### src/sv/fhp_pkg.sv
package fhp_pkg;

  localparam int INFO_BYTES = 18;
  localparam int INFO_STORE = INFO_BYTES - 1;
  localparam int INFO_IDX_W = $clog2(INFO_STORE);
  localparam int INFO_BITS  = INFO_BYTES * 8;
  localparam int CNT_W      = 24;
  localparam int MAGIC_LEN  = 4;
  localparam int HDR_LEN    = 4;

  localparam int MBS_POS   = 16;
  localparam int MBS_LEN   = 16;
  localparam int MINF_POS  = 32;
  localparam int MAXF_POS  = 56;
  localparam int FRAME_LEN = 24;
  localparam int RATE_POS  = 80;
  localparam int RATE_LEN  = 20;
  localparam int CH_POS    = 100;
  localparam int CH_LEN    = 3;
  localparam int BITS_POS  = 103;
  localparam int BITS_LEN  = 5;
  localparam int TOT_POS   = 108;
  localparam int TOT_LEN   = 36;

  localparam logic [5:0] MIN_VALID_BITS = 6'd8;

  localparam logic [7:0] MAGIC_F  = 8'h66;
  localparam logic [7:0] MAGIC_LL = 8'h4C;
  localparam logic [7:0] MAGIC_A  = 8'h61;
  localparam logic [7:0] MAGIC_CC = 8'h43;

  localparam logic [1:0] CFG_MIN_CH   = 2'd0;
  localparam logic [1:0] CFG_MAX_CH   = 2'd1;
  localparam logic [1:0] CFG_MIN_BITS = 2'd2;
  localparam logic [1:0] CFG_MAX_BITS = 2'd3;

  typedef enum logic [5:0] {
    PH_IDLE  = 6'b000001,
    PH_MAGIC = 6'b000010,
    PH_HDR   = 6'b000100,
    PH_SKIP  = 6'b001000,
    PH_INFO  = 6'b010000,
    PH_DONE  = 6'b100000
  } phase_t;

  typedef enum logic [2:0] {
    ST_OK        = 3'd0,
    ST_BAD_MAGIC = 3'd1,
    ST_NO_INFO   = 3'd2,
    ST_BAD_FIELD = 3'd3,
    ST_LIMIT     = 3'd4
  } status_t;

  typedef struct packed {
    logic [7:0] data_byte;
    logic       start_req;
  } in_word_t;

  typedef struct packed {
    logic [3:0] min_channels;
    logic [3:0] max_channels;
    logic [5:0] min_sample_bits;
    logic [5:0] max_sample_bits;
  } limits_t;

  typedef struct packed {
    status_t     status;
    logic [15:0] max_block_size;
    logic [23:0] min_frame_size;
    logic [23:0] max_frame_size;
    logic [19:0] sample_rate;
    logic [3:0]  channels;
    logic [5:0]  sample_bits;
    logic [35:0] total_samples;
  } result_t;

  function automatic logic [7:0] magic_byte(input logic [1:0] idx);
    logic [7:0] m;
    unique case (idx)
      2'd0:    m = MAGIC_F;
      2'd1:    m = MAGIC_LL;
      2'd2:    m = MAGIC_A;
      default: m = MAGIC_CC;
    endcase
    return m;
  endfunction

endpackage

### src/sv/fhp_in_reg.sv
module fhp_in_reg
  import fhp_pkg::*;
(
  input  logic     clk,
  input  logic     rst_n,
  input  logic     in_valid,
  output logic     in_ready,
  input  in_word_t in_word,
  output logic     word_valid,
  output in_word_t word,
  input  logic     word_take
);

  logic     valid_r;
  logic     valid_nxt;
  in_word_t word_r;

  assign in_ready   = !valid_r || word_take;
  assign word_valid = valid_r;
  assign word       = word_r;

  always_comb begin
    valid_nxt = valid_r;
    if (in_valid && in_ready) begin
      valid_nxt = 1'b1;
    end else if (word_take) begin
      valid_nxt = 1'b0;
    end
  end

  always_ff @(posedge clk) begin
    if (!rst_n) begin
      valid_r <= 1'b0;
    end else begin
      valid_r <= valid_nxt;
    end
  end

  always_ff @(posedge clk) begin
    if (in_valid && in_ready) begin
      word_r <= in_word;
    end
  end

endmodule

### src/sv/fhp_unpack.sv
module fhp_unpack
  import fhp_pkg::*;
(
  input  logic [INFO_STORE-1:0][7:0] info,
  input  logic [7:0]                 last_byte,
  input  limits_t                    limits,
  output result_t                    res
);

  logic [INFO_BITS-1:0] v;
  logic [3:0]           ch;
  logic [5:0]           bits;
  logic                 bad_field;
  logic                 out_limit;

  always_comb begin
    for (int i = 0; i < INFO_STORE; i++) begin
      v[INFO_BITS-1-8*i -: 8] = info[i];
    end
    v[7:0] = last_byte;
  end

  assign ch   = {1'b0, v[INFO_BITS-1-CH_POS -: CH_LEN]} + 4'd1;
  assign bits = {1'b0, v[INFO_BITS-1-BITS_POS -: BITS_LEN]} + 6'd1;

  assign bad_field = (v[INFO_BITS-1-RATE_POS -: RATE_LEN] == '0) ||
                     (v[INFO_BITS-1-TOT_POS -: TOT_LEN] == '0) ||
                     (bits < MIN_VALID_BITS);
  assign out_limit = (ch < limits.min_channels) || (ch > limits.max_channels) ||
                     (bits < limits.min_sample_bits) || (bits > limits.max_sample_bits);

  always_comb begin
    priority if (bad_field) begin
      res.status = ST_BAD_FIELD;
    end else if (out_limit) begin
      res.status = ST_LIMIT;
    end else begin
      res.status = ST_OK;
    end
    res.max_block_size = v[INFO_BITS-1-MBS_POS -: MBS_LEN];
    res.min_frame_size = v[INFO_BITS-1-MINF_POS -: FRAME_LEN];
    res.max_frame_size = v[INFO_BITS-1-MAXF_POS -: FRAME_LEN];
    res.sample_rate    = v[INFO_BITS-1-RATE_POS -: RATE_LEN];
    res.channels       = ch;
    res.sample_bits    = bits;
    res.total_samples  = v[INFO_BITS-1-TOT_POS -: TOT_LEN];
  end

endmodule

### src/sv/fhp_parser.sv
module fhp_parser
  import fhp_pkg::*;
(
  input  logic     clk,
  input  logic     rst_n,
  input  logic     word_valid,
  input  in_word_t word,
  input  logic     out_free,
  input  limits_t  limits,
  output logic     word_take,
  output logic     emit,
  output result_t  res
);

  phase_t                    phase_r;
  phase_t                    phase_nxt;
  logic [CNT_W-1:0]          cnt_r;
  logic [CNT_W-1:0]          cnt_nxt;
  logic                      last_r;
  logic                      last_nxt;
  logic [31:0]               hs_r;
  logic [31:0]               hs_nxt;
  logic [INFO_STORE-1:0][7:0] info_r;

  phase_t           ph;
  logic [CNT_W-1:0] cnt;
  logic [CNT_W-1:0] cnt_inc;
  logic             last;
  logic [31:0]      hs;
  logic [31:0]      hs_sh;
  logic [7:0]       b;
  logic             fail;
  status_t          fail_code;
  logic             info_done;
  logic             info_wr;
  result_t          info_res;

  fhp_unpack u_unpack (
    .info      (info_r),
    .last_byte (word.data_byte),
    .limits    (limits),
    .res       (info_res)
  );

  assign b       = word.data_byte;
  assign ph      = word.start_req ? PH_MAGIC : phase_r;
  assign cnt     = word.start_req ? '0 : cnt_r;
  assign last    = word.start_req ? 1'b0 : last_r;
  assign hs      = word.start_req ? '0 : hs_r;
  assign hs_sh   = {hs[23:0], b};
  assign cnt_inc = cnt + 1'b1;

  always_comb begin
    phase_nxt = ph;
    cnt_nxt   = cnt;
    last_nxt  = last;
    hs_nxt    = hs;
    fail      = 1'b0;
    fail_code = ST_NO_INFO;
    info_done = 1'b0;
    info_wr   = 1'b0;
    unique case (ph)
      PH_MAGIC: begin
        if (b != magic_byte(cnt[1:0])) begin
          fail      = 1'b1;
          fail_code = ST_BAD_MAGIC;
          phase_nxt = PH_DONE;
        end else if (cnt_inc == CNT_W'(MAGIC_LEN)) begin
          phase_nxt = PH_HDR;
          cnt_nxt   = '0;
        end else begin
          cnt_nxt = cnt_inc;
        end
      end
      PH_HDR: begin
        hs_nxt = hs_sh;
        if (cnt_inc != CNT_W'(HDR_LEN)) begin
          cnt_nxt = cnt_inc;
        end else begin
          last_nxt = hs_sh[31];
          cnt_nxt  = '0;
          if (hs_sh[23:0] == '0) begin
            if (hs_sh[31]) begin
              fail      = 1'b1;
              phase_nxt = PH_DONE;
            end
          end else if (hs_sh[30:24] == '0) begin
            phase_nxt = PH_INFO;
          end else begin
            phase_nxt = PH_SKIP;
            cnt_nxt   = hs_sh[23:0];
          end
        end
      end
      PH_SKIP: begin
        cnt_nxt = cnt - 1'b1;
        if (cnt_nxt == '0) begin
          if (last) begin
            fail      = 1'b1;
            phase_nxt = PH_DONE;
          end else begin
            phase_nxt = PH_HDR;
          end
        end
      end
      PH_INFO: begin
        if (cnt == CNT_W'(INFO_STORE)) begin
          info_done = 1'b1;
          phase_nxt = PH_DONE;
        end else begin
          info_wr = 1'b1;
          cnt_nxt = cnt_inc;
        end
      end
      default: begin
      end
    endcase
  end

  assign emit      = word_valid && (fail || info_done);
  assign word_take = word_valid && (!emit || out_free);

  always_comb begin
    if (fail) begin
      res        = '0;
      res.status = fail_code;
    end else begin
      res = info_res;
    end
  end

  always_ff @(posedge clk) begin
    if (!rst_n) begin
      phase_r <= PH_IDLE;
      cnt_r   <= '0;
      last_r  <= 1'b0;
      hs_r    <= '0;
    end else if (word_take) begin
      phase_r <= phase_nxt;
      cnt_r   <= cnt_nxt;
      last_r  <= last_nxt;
      hs_r    <= hs_nxt;
    end
  end

  always_ff @(posedge clk) begin
    if (word_take && info_wr) begin
      info_r[cnt[INFO_IDX_W-1:0]] <= b;
    end
  end

endmodule

### src/sv/flac_stream_header_parser_core.sv
// An accepted byte is captured in the input register; its result, if any, is then loaded
// into the output register when that register is free.
// Throughput: one byte per cycle; the input stage stalls only while a result is held
// in the output register and not taken.
// Reset: synchronous, active low; clears the handshake state, the parser phase and
// counters, and sets the limit registers to their defaults. No clearing pass is run.
module flac_stream_header_parser_core
  import fhp_pkg::*;
(
  input  logic        clk,
  input  logic        rst_n,
  input  logic        in_valid,
  output logic        in_ready,
  input  logic [7:0]  in_data_byte,
  input  logic        in_start_req,
  output logic        out_valid,
  input  logic        out_ready,
  output logic [2:0]  out_status,
  output logic [15:0] out_max_block_size,
  output logic [23:0] out_min_frame_size,
  output logic [23:0] out_max_frame_size,
  output logic [19:0] out_sample_rate,
  output logic [3:0]  out_channels,
  output logic [5:0]  out_sample_bits,
  output logic [35:0] out_total_samples,
  input  logic        cfg_we,
  input  logic [1:0]  cfg_index,
  input  logic [5:0]  cfg_data
);

  limits_t  limits_r;
  in_word_t in_word;
  in_word_t word;
  logic     word_valid;
  logic     word_take;
  logic     emit;
  logic     out_free;
  result_t  res;
  logic     out_valid_r;
  logic     out_valid_nxt;
  result_t  out_res_r;

  assign in_word.data_byte = in_data_byte;
  assign in_word.start_req = in_start_req;

  fhp_in_reg u_in_reg (
    .clk        (clk),
    .rst_n      (rst_n),
    .in_valid   (in_valid),
    .in_ready   (in_ready),
    .in_word    (in_word),
    .word_valid (word_valid),
    .word       (word),
    .word_take  (word_take)
  );

  fhp_parser u_parser (
    .clk        (clk),
    .rst_n      (rst_n),
    .word_valid (word_valid),
    .word       (word),
    .out_free   (out_free),
    .limits     (limits_r),
    .word_take  (word_take),
    .emit       (emit),
    .res        (res)
  );

  // hold the limits between writes
  always_ff @(posedge clk) begin
    if (!rst_n) begin
      limits_r.min_channels    <= 4'd1;
      limits_r.max_channels    <= 4'd8;
      limits_r.min_sample_bits <= 6'd8;
      limits_r.max_sample_bits <= 6'd32;
    end else if (cfg_we) begin
      unique case (cfg_index)
        CFG_MIN_CH:   limits_r.min_channels    <= cfg_data[3:0];
        CFG_MAX_CH:   limits_r.max_channels    <= cfg_data[3:0];
        CFG_MIN_BITS: limits_r.min_sample_bits <= cfg_data;
        CFG_MAX_BITS: limits_r.max_sample_bits <= cfg_data;
        default: begin
        end
      endcase
    end
  end

  assign out_free = !out_valid_r || out_ready;

  always_comb begin
    out_valid_nxt = out_valid_r;
    if (emit && word_take) begin
      out_valid_nxt = 1'b1;
    end else if (out_ready) begin
      out_valid_nxt = 1'b0;
    end
  end

  always_ff @(posedge clk) begin
    if (!rst_n) begin
      out_valid_r <= 1'b0;
    end else begin
      out_valid_r <= out_valid_nxt;
    end
  end

  always_ff @(posedge clk) begin
    if (emit && word_take) begin
      out_res_r <= res;
    end
  end

  assign out_valid          = out_valid_r;
  assign out_status         = out_res_r.status;
  assign out_max_block_size = out_res_r.max_block_size;
  assign out_min_frame_size = out_res_r.min_frame_size;
  assign out_max_frame_size = out_res_r.max_frame_size;
  assign out_sample_rate    = out_res_r.sample_rate;
  assign out_channels       = out_res_r.channels;
  assign out_sample_bits    = out_res_r.sample_bits;
  assign out_total_samples  = out_res_r.total_samples;

endmodule

### config.mk
export PLATFORM = sky130hd
export DESIGN_NAME = flac_stream_header_parser_core
export DESIGN_NICKNAME = d
export VERILOG_FILES = /design/src/sv/fhp_pkg.sv /design/src/sv/fhp_in_reg.sv /design/src/sv/fhp_unpack.sv /design/src/sv/fhp_parser.sv /design/src/sv/flac_stream_header_parser_core.sv
export SDC_FILE = /design/constraint.sdc
export NUM_CORES = 1
export LEC_CHECK = 0
export BUFFER_PORTS_ARGS = -buffer_cell sky130_fd_sc_hd__buf_2
export CORE_UTILIZATION = 30
export CTS_BUF_LIST = sky130_fd_sc_hd__clkbuf_16
export DETAILED_ROUTE_END_ITERATION = 8
export REMOVE_ABC_BUFFERS = 1
export SYNTH_ARGS = -nofsm -noshare
export SYNTH_HDL_FRONTEND = slang
export SYNTH_SLANG_ARGS = --single-unit
### constraint.sdc
create_clock -name clk -period 23 [get_ports clk]
set_input_delay 4.6 -clock clk [delete_from_list [all_inputs] [get_ports clk]]
set_output_delay 4.6 -clock clk [all_outputs]
set_load 0.01 [all_outputs]
==> results of run 1 <==
final timing paths:
kind	to	from	slack, ns	cells past startpoint
setup reg to reg	out_sample_bits[3]	u_in_reg.word[0]	16.56	14
hold / removal	u_parser.hs_r[22]	u_parser.hs_r[22]	0.48	1
hold reg to reg	u_parser.hs_r[22]	u_parser.hs_r[22]	0.48	1
setup / recovery	in_ready	u_in_reg.word[0]	13.08	13
layer usage:
layer  vias up  routed length [µm]  track usage
met3        75                2450       0.0206
li1       5205                   -            -
met4         2                1380       0.0577
met2       398               20500        0.264
met1      5307               18300        0.204
met5         -                  13            0
registers in the layout, indices dropped and copies added, names as in the netlist, 9 cells and up:
signal / count
out_max_block_size: 16
out_min_frame_size: 24
u_parser.hs_r: 24
u_parser.cnt_r: 24
out_sample_rate: 20
u_in_reg.word: 9
u_parser.info_r: 120
limits_r: 20
out_total_samples: 36
out_max_frame_size: 24
power by group through the flow:
stage          combinational (mW)  sequential [mW]  clock [mW]
6_report                    0.110            0.683       0.544
5_1_grt                     0.119            0.684       0.576
4_1_cts                     0.110            0.683       0.553
3_5_place_dp                0.109            0.696           0
3_3_place_gp                0.109            0.696           0
2_1_floorplan              0.0617            0.700           0
placed cells by master, fill, tap and decap left out, types with 27 or more instances in the layout:
cell and count:
a21oi_1 60, and2_1 141, nand3_1 29, edfxtp_1 262, o21ai_0 45, nor4_1 36
buf_2 156, a22o_1 27, nor2_1 79, nor3_1 27, ha_1 27, clkbuf_16 31
nand2_1 75, dfxtp_1 77, inv_1 39
critical path, stage by stage (launching register included):
cell      delay (ns)
edfxtp_1        0.62
inv_1           0.13
nand2_1         0.20
ha_1            0.68
clkinv_1        0.51
nor4b_1         0.35
a21o_1          0.15
nand2_1         0.07
or3_1           0.38
or4_1           0.61
nand3_2         0.30
o21ai_1         0.30
nand2b_1        0.24
buf_2           0.15
stage by stage:
step	setup WS, ns	cell area, µm²	std cells
after floorplan	12.18	15100	1227
after global placement	13.16	17000	2089
final	13.08	18100	2147
after detailed placement	13.17	17000	2089
after global routing	12.81	18100	2147
after CTS	13.10	18100	2147
cells by family after synthesis:
family | count (synthesis) | synth area share
buf+inv | 125 | 0.0362
flops | 339 | 0.605
simple gates | 520 | 0.193
xor+xnor | 21 | 0.0118
compound gates | 261 | 0.118
fa+ha+maj | 27 | 0.0217
mux | 22 | 0.0145
final cells by class:
| cell class | instances | area (µm²) |
|---|---|---|
| clock buffer | 31 | 776 |
| tap | 680 | 851 |
| sequential | 339 | 9410 |
| clock inverter | 27 | 314 |
| fill | 5071 | 33200 |
| multi-input combinational | 851 | 5620 |
| inverter | 37 | 139 |
| timing repair buffer | 182 | 976 |
==> results.txt, run 1 <==
Nets - 1491
Tot Pwr - 1.34 mW
Commonest cells post-synth - edfxtp_1, and2_1, nor2_1
Endpoints failing hold - 0
Syn avg cell area - 11.8 µm²
Max Cap Violations - 0
Diode count - 0
CTS Sinks - 339
Final WL - 42600 µm
Hold slack final - 0.485 ns
Cell area power density - 73.9 nW/µm²
Comb power frac - 0.082
DR DRC count - 0
Slew Viols, Final - 0
Sw frac - 0.240
# rows - 83
Ys flop type - edfxtp_1
Vias per cell - 5.12
Seq pwr share - 0.511
Post-CTS Hold Fix Bufs - 0
Die area - 52800 µm²
Slew margin rel. - 0.225
Die height - 230 µm
Detailed-router iteration count before antenna repair - 7
Element type at the critical path end - output port
Inserted Clock Buffers - 31
Final ANT Viol Nets - 0
Outcome - complete, no violations
Worst-path clk slew - 0.07 ns
Cell area after synthesis - 15600 µm²
Overflow after GRT - 0
Final Cycle Share - 0.431
Die width - 230 µm
Initial antenna violation count - 1
Top cells by area, synth - edfxtp_1, dfxtp_1, and2_1, ha_1, nor2_1
Postcts setup bufs - 0
Clk pwr share - 0.407
Worst endpoint required time - 18.40 ns
Post-Synthesis Cells - 1315
Worst skew pair latency - 0.60 ns
Hold WC Path Type - flip-flop to flip-flop
Endpoints failing setup - 0
Post-synthesis async set-or-reset flop share - 0
Core area - 51300 µm²
Maximum VDD drop - 0.0626 mV
CTS Root Cell - clkbuf_16
Post-synth EDFFs - 262
Worst-Margin Slew - 1.15 ns
Routed vias - 10987
P_sw - 321 µW
Initial Util - 0.303
#FFs+latches synth - 339
Total track usage - 0.156
Critical Path AT - 5.32 ns
Global-route wire length before repair - 63900 µm
TritonCTS clock tree - done
Lkg Pwr - 6.41 nW
Detail Placement HPWL - 29200 µm
CP Class - flip-flop to output port
1st-iter DRT viols - 898
# H-tree levels - 1
Unrepaired setup endpoints after global routing - no
# IOs - 157
Placer Congestion - 0.920
Final Skew - 0.0338 ns
Largest net degree at the start of global routing - 123
Fmax - 101 MHz
Startpoint types - flip-flop
Most common cell in the netlist - edfxtp_1
Port Buffer Count - 156
Worst-path fanout max - 19
Post_cts resized - 0
Yosys warns - 0
Pint - 1.02 mW
Final core occ - 0.352
Area Overhead vs Synth - 16.2%
Area leader, netlist - edfxtp_1
Share of layout cells above drive strength 1 - 0.183
Clock buffer depth - 3
Synth cell types - 79
Setup_tns - 0 ns
Seq/Total Area, Yosys - 0.605
Yosys top cell area share - 0.506
Vias in the first global route - 10489
Final period demand of the worst path - 9.92 ns
WL per Instance - 19.9 µm
Note: power is estimated with default switching activity, not from simulation.
==> inputs of run 2 (changes only) <==
==> constraint.sdc (replaced) <==
create_clock -name clk -period 10.1 [get_ports clk]
set_input_delay 2.02 -clock clk [delete_from_list [all_inputs] [get_ports clk]]
set_output_delay 2.02 -clock clk [all_outputs]
set_load 0.01 [all_outputs]
==> run 2 against run 1 <==
Setup slack worse by 11 ns. Cell count up 0.19%. First-iteration DRC count grew 11%. Global-route usage increased by 0.76 points. Clock skew shrank 0.010 ns. Largest power group unchanged. Power is 140% higher. Sequential share of layout area is 0.47 points lower. Via count grew 1.9%. Largest cell class unchanged. Design area grew 0.91%. Clock-buffer cell count up 4. Wire length is 3.9% higher.
==> results.txt, run 2 (synthesis gave the netlist of run 1 again) <==
P_sw - 728 µW (was 321 µW)
CP Class - flip-flop to output port (unchanged)
Die area - 52800 µm² (unchanged)
Detail Placement HPWL - 30100 µm (was 29200 µm)
Endpoints failing setup - 0 (unchanged)
Seq pwr share - 0.489 (was 0.511)
Final ANT Viol Nets - 0 (unchanged)
Initial Util - 0.303 (unchanged)
Hold WC Path Type - flip-flop to flip-flop (unchanged)
Fmax - 129 MHz
Routed vias - 11192 (was 10987)
Final Skew - 0.0238 ns (was 0.0338 ns)
WL per Instance - 20.6 µm (was 19.9 µm)
Final period demand of the worst path - 7.75 ns
Outcome - complete, no violations (unchanged)
Startpoint types - flip-flop (unchanged)
Endpoints failing hold - 0 (unchanged)
Max incr delay on CP - 0.67 ns (was 0.68 ns)
Worst skew pair latency - 0.53 ns (was 0.60 ns)
# IOs - 157 (unchanged)
Overflow after GRT - 0 (unchanged)
Global-route wire length before repair - 66400 µm (was 63900 µm)
Tot Pwr - 3.18 mW (was 1.34 mW)
Worst-path clk slew - 0.07 ns (about the same)
Commonest non-fill, non-tap cell in the layout - edfxtp_1 (unchanged)
Worst-Margin Slew - 1.10 ns (was 1.15 ns)
Cell area power density - 174 nW/µm² (was 73.9 nW/µm²)
CTS Sinks - 339 (unchanged)
Nets - 1496 (was 1491)
CTS Root Cell - clkbuf_16 (unchanged)
Worst endpoint required time - 8.08 ns (was 18.40 ns)
Diode count - 0 (unchanged)
Final core occ - 0.356 (was 0.352)
Dpl cells - 2091 (was 2089)
Pre-CTS setup slack - 3.01 ns (was 13.17 ns)
Largest net degree at the start of global routing - 134 (was 123)
Inserted Clock Buffers - 34 (was 31)
Area Overhead vs Synth - 17.3% (was 16.2%)
Vias in the first global route - 10549 (was 10489)
Crit path cell chain - buf_4 > inv_1 > nand2_1 > ha_1 > clkinv_1 > nor4b_1 > a21o_1 > nand2_1 > or3_1 > or4_1 > nand3_2 > o21ai_1 > nand2b_1 > buf_2 (was inv_1 > nand2_1 > ha_1 > clkinv_1 > nor4b_1 > a21o_1 > nand2_1 > or3_1 > or4_1 > nand3_2 > o21ai_1 > nand2b_1 > buf_2)
Vias per cell - 5.20 (was 5.12)
Unrepaired setup endpoints after global routing - no (unchanged)
TritonCTS clock tree - done (unchanged)
Max Cap Violations - 0 (unchanged)
Final WL - 44300 µm (was 42600 µm)
Maximum VDD drop - 0.0967 mV (was 0.0626 mV)
Pint - 2.46 mW (was 1.02 mW)
Layout Cells excl Fill - 2151 (was 2147)
1st-iter DRT viols - 998 (was 898)
Lkg Pwr - 6.48 nW (was 6.41 nW)
Sw frac - 0.229 (was 0.240)
Die height - 230 µm (unchanged)
Slew margin rel. - 0.258 (was 0.225)
Comb power frac - 0.080 (was 0.082)
Max reg flops - 120 (unchanged)
Setup_tns - 0 ns (unchanged)
Die width - 230 µm (unchanged)
Core area - 51300 µm² (unchanged)
Worst-path fanout max - 68 (was 19)
Total track usage - 0.164 (was 0.156)
# rows - 83 (unchanged)
Most frequent cells in the layout - edfxtp_1, buf_2, and2_1, nor2_1, dfxtp_1 (unchanged)
DR DRC count - 0 (unchanged)
Element type at the critical path end - output port (unchanged)
Clock buffer depth - 3 (unchanged)
# H-tree levels - 2 (was 1)
Share of layout cells above drive strength 1 - 0.186 (was 0.183)
Post-CTS Hold Fix Bufs - 0 (unchanged)
Placer Congestion - 0.971 (was 0.920)
Post_cts resized - 0 (unchanged)
Cell mode on critical path - nand2_1 (unchanged)
Delay-heaviest family, CP - simple AND/OR/NAND/NOR gates (unchanged)
Detailed-router iteration count before antenna repair - 5 (was 7)
Critical path buffer and inverter count - 4 (was 3)
Slew Viols, Final - 0 (unchanged)
Port Buffer Count - 156 (unchanged)
Slowest cell on crit path - ha_1 (unchanged)
Setup WS post-layout - 2.35 ns (was 13.08 ns)
Postcts setup bufs - 0 (unchanged)
Final Cycle Share - 0.767
Initial antenna violation count - 1 (unchanged)
Clk pwr share - 0.431 (was 0.407)
Critical Path AT - 5.73 ns (was 5.32 ns)
run 2: changes by cell type in the layout (fill, tap and decap cells not counted), moves of 2 or more:
cell        change
bufinv_16       +3
clkbuf_16       +4
clkinvlp_4      +2
clkinv_4        -6
inv_1           -2
inv_8           -2
clkinv_2        +2
run 2: final cells by class:
| type | instances | area [µm²] |
|---|---|---|
| Clock buffer | 35 | 876 |
| Timing Repair Buffer | 184 | 1000 |
| Fill cell | 5060 | 33100 |
| Sequential cell | 339 | 9410 |
| Tap cell | 680 | 851 |
| Clock inverter | 25 | 350 |
| Inverter | 37 | 139 |
| Multi-Input combinational cell | 851 | 5620 |
run 2: worst register-to-register path: cells and delay by family (launching register included):
family	cells	cell delay [ns]
and+or+nand+nor	7	2.19
buffers and inverters	4	1.81
adders and majority gates	1	0.68
AOI/OAI and AO/OA	2	0.42
DFF	1	0.32
run 2: final timing paths:
path | from | depth (start not counted) | endpoint | slack [ns]
worst max-delay path | u_in_reg.word[0] | 14 | in_ready | 2.35
worst max register to register | u_in_reg.word[0] | 14 | out_total_samples[32] | 4.09
worst min-delay path | u_parser.hs_r[22] | 1 | u_parser.hs_r[22] | 0.48
worst min register to register | u_parser.hs_r[22] | 1 | u_parser.hs_r[22] | 0.48
run 2: routing by layer:
| layer | vias to the layer above | track usage | wire length [µm] |
|---|---|---|---|
| li1 | 5218 | - | - |
| met1 | 5462 | 0.207 | 18700 |
| met2 | 406 | 0.278 | 21400 |
| met3 | 104 | 0.0238 | 2320 |
| met4 | 2 | 0.0733 | 1910 |
| met5 | - | 0 | 13 |
run 2: metrics by stage:
stage	instance area [µm²]	hold WS (ns)
final	18200	0.482
after floorplan	15100	0.435
after global routing	18200	0.501
after detailed placement	17000	0.467
after CTS	18200	0.484
after global placement	17000	0.462
run 2: power by group through the flow:
| stage | registers (mW) | clock network (mW) | logic, mW |
|---|---|---|---|
| floorplan | 1.59 | 0 | 0.141 |
| global placement | 1.58 | 0 | 0.252 |
| detailed placement | 1.58 | 0 | 0.253 |
| CTS | 1.55 | 1.40 | 0.254 |
| global route | 1.56 | 1.45 | 0.277 |
| finish | 1.56 | 1.37 | 0.255 |
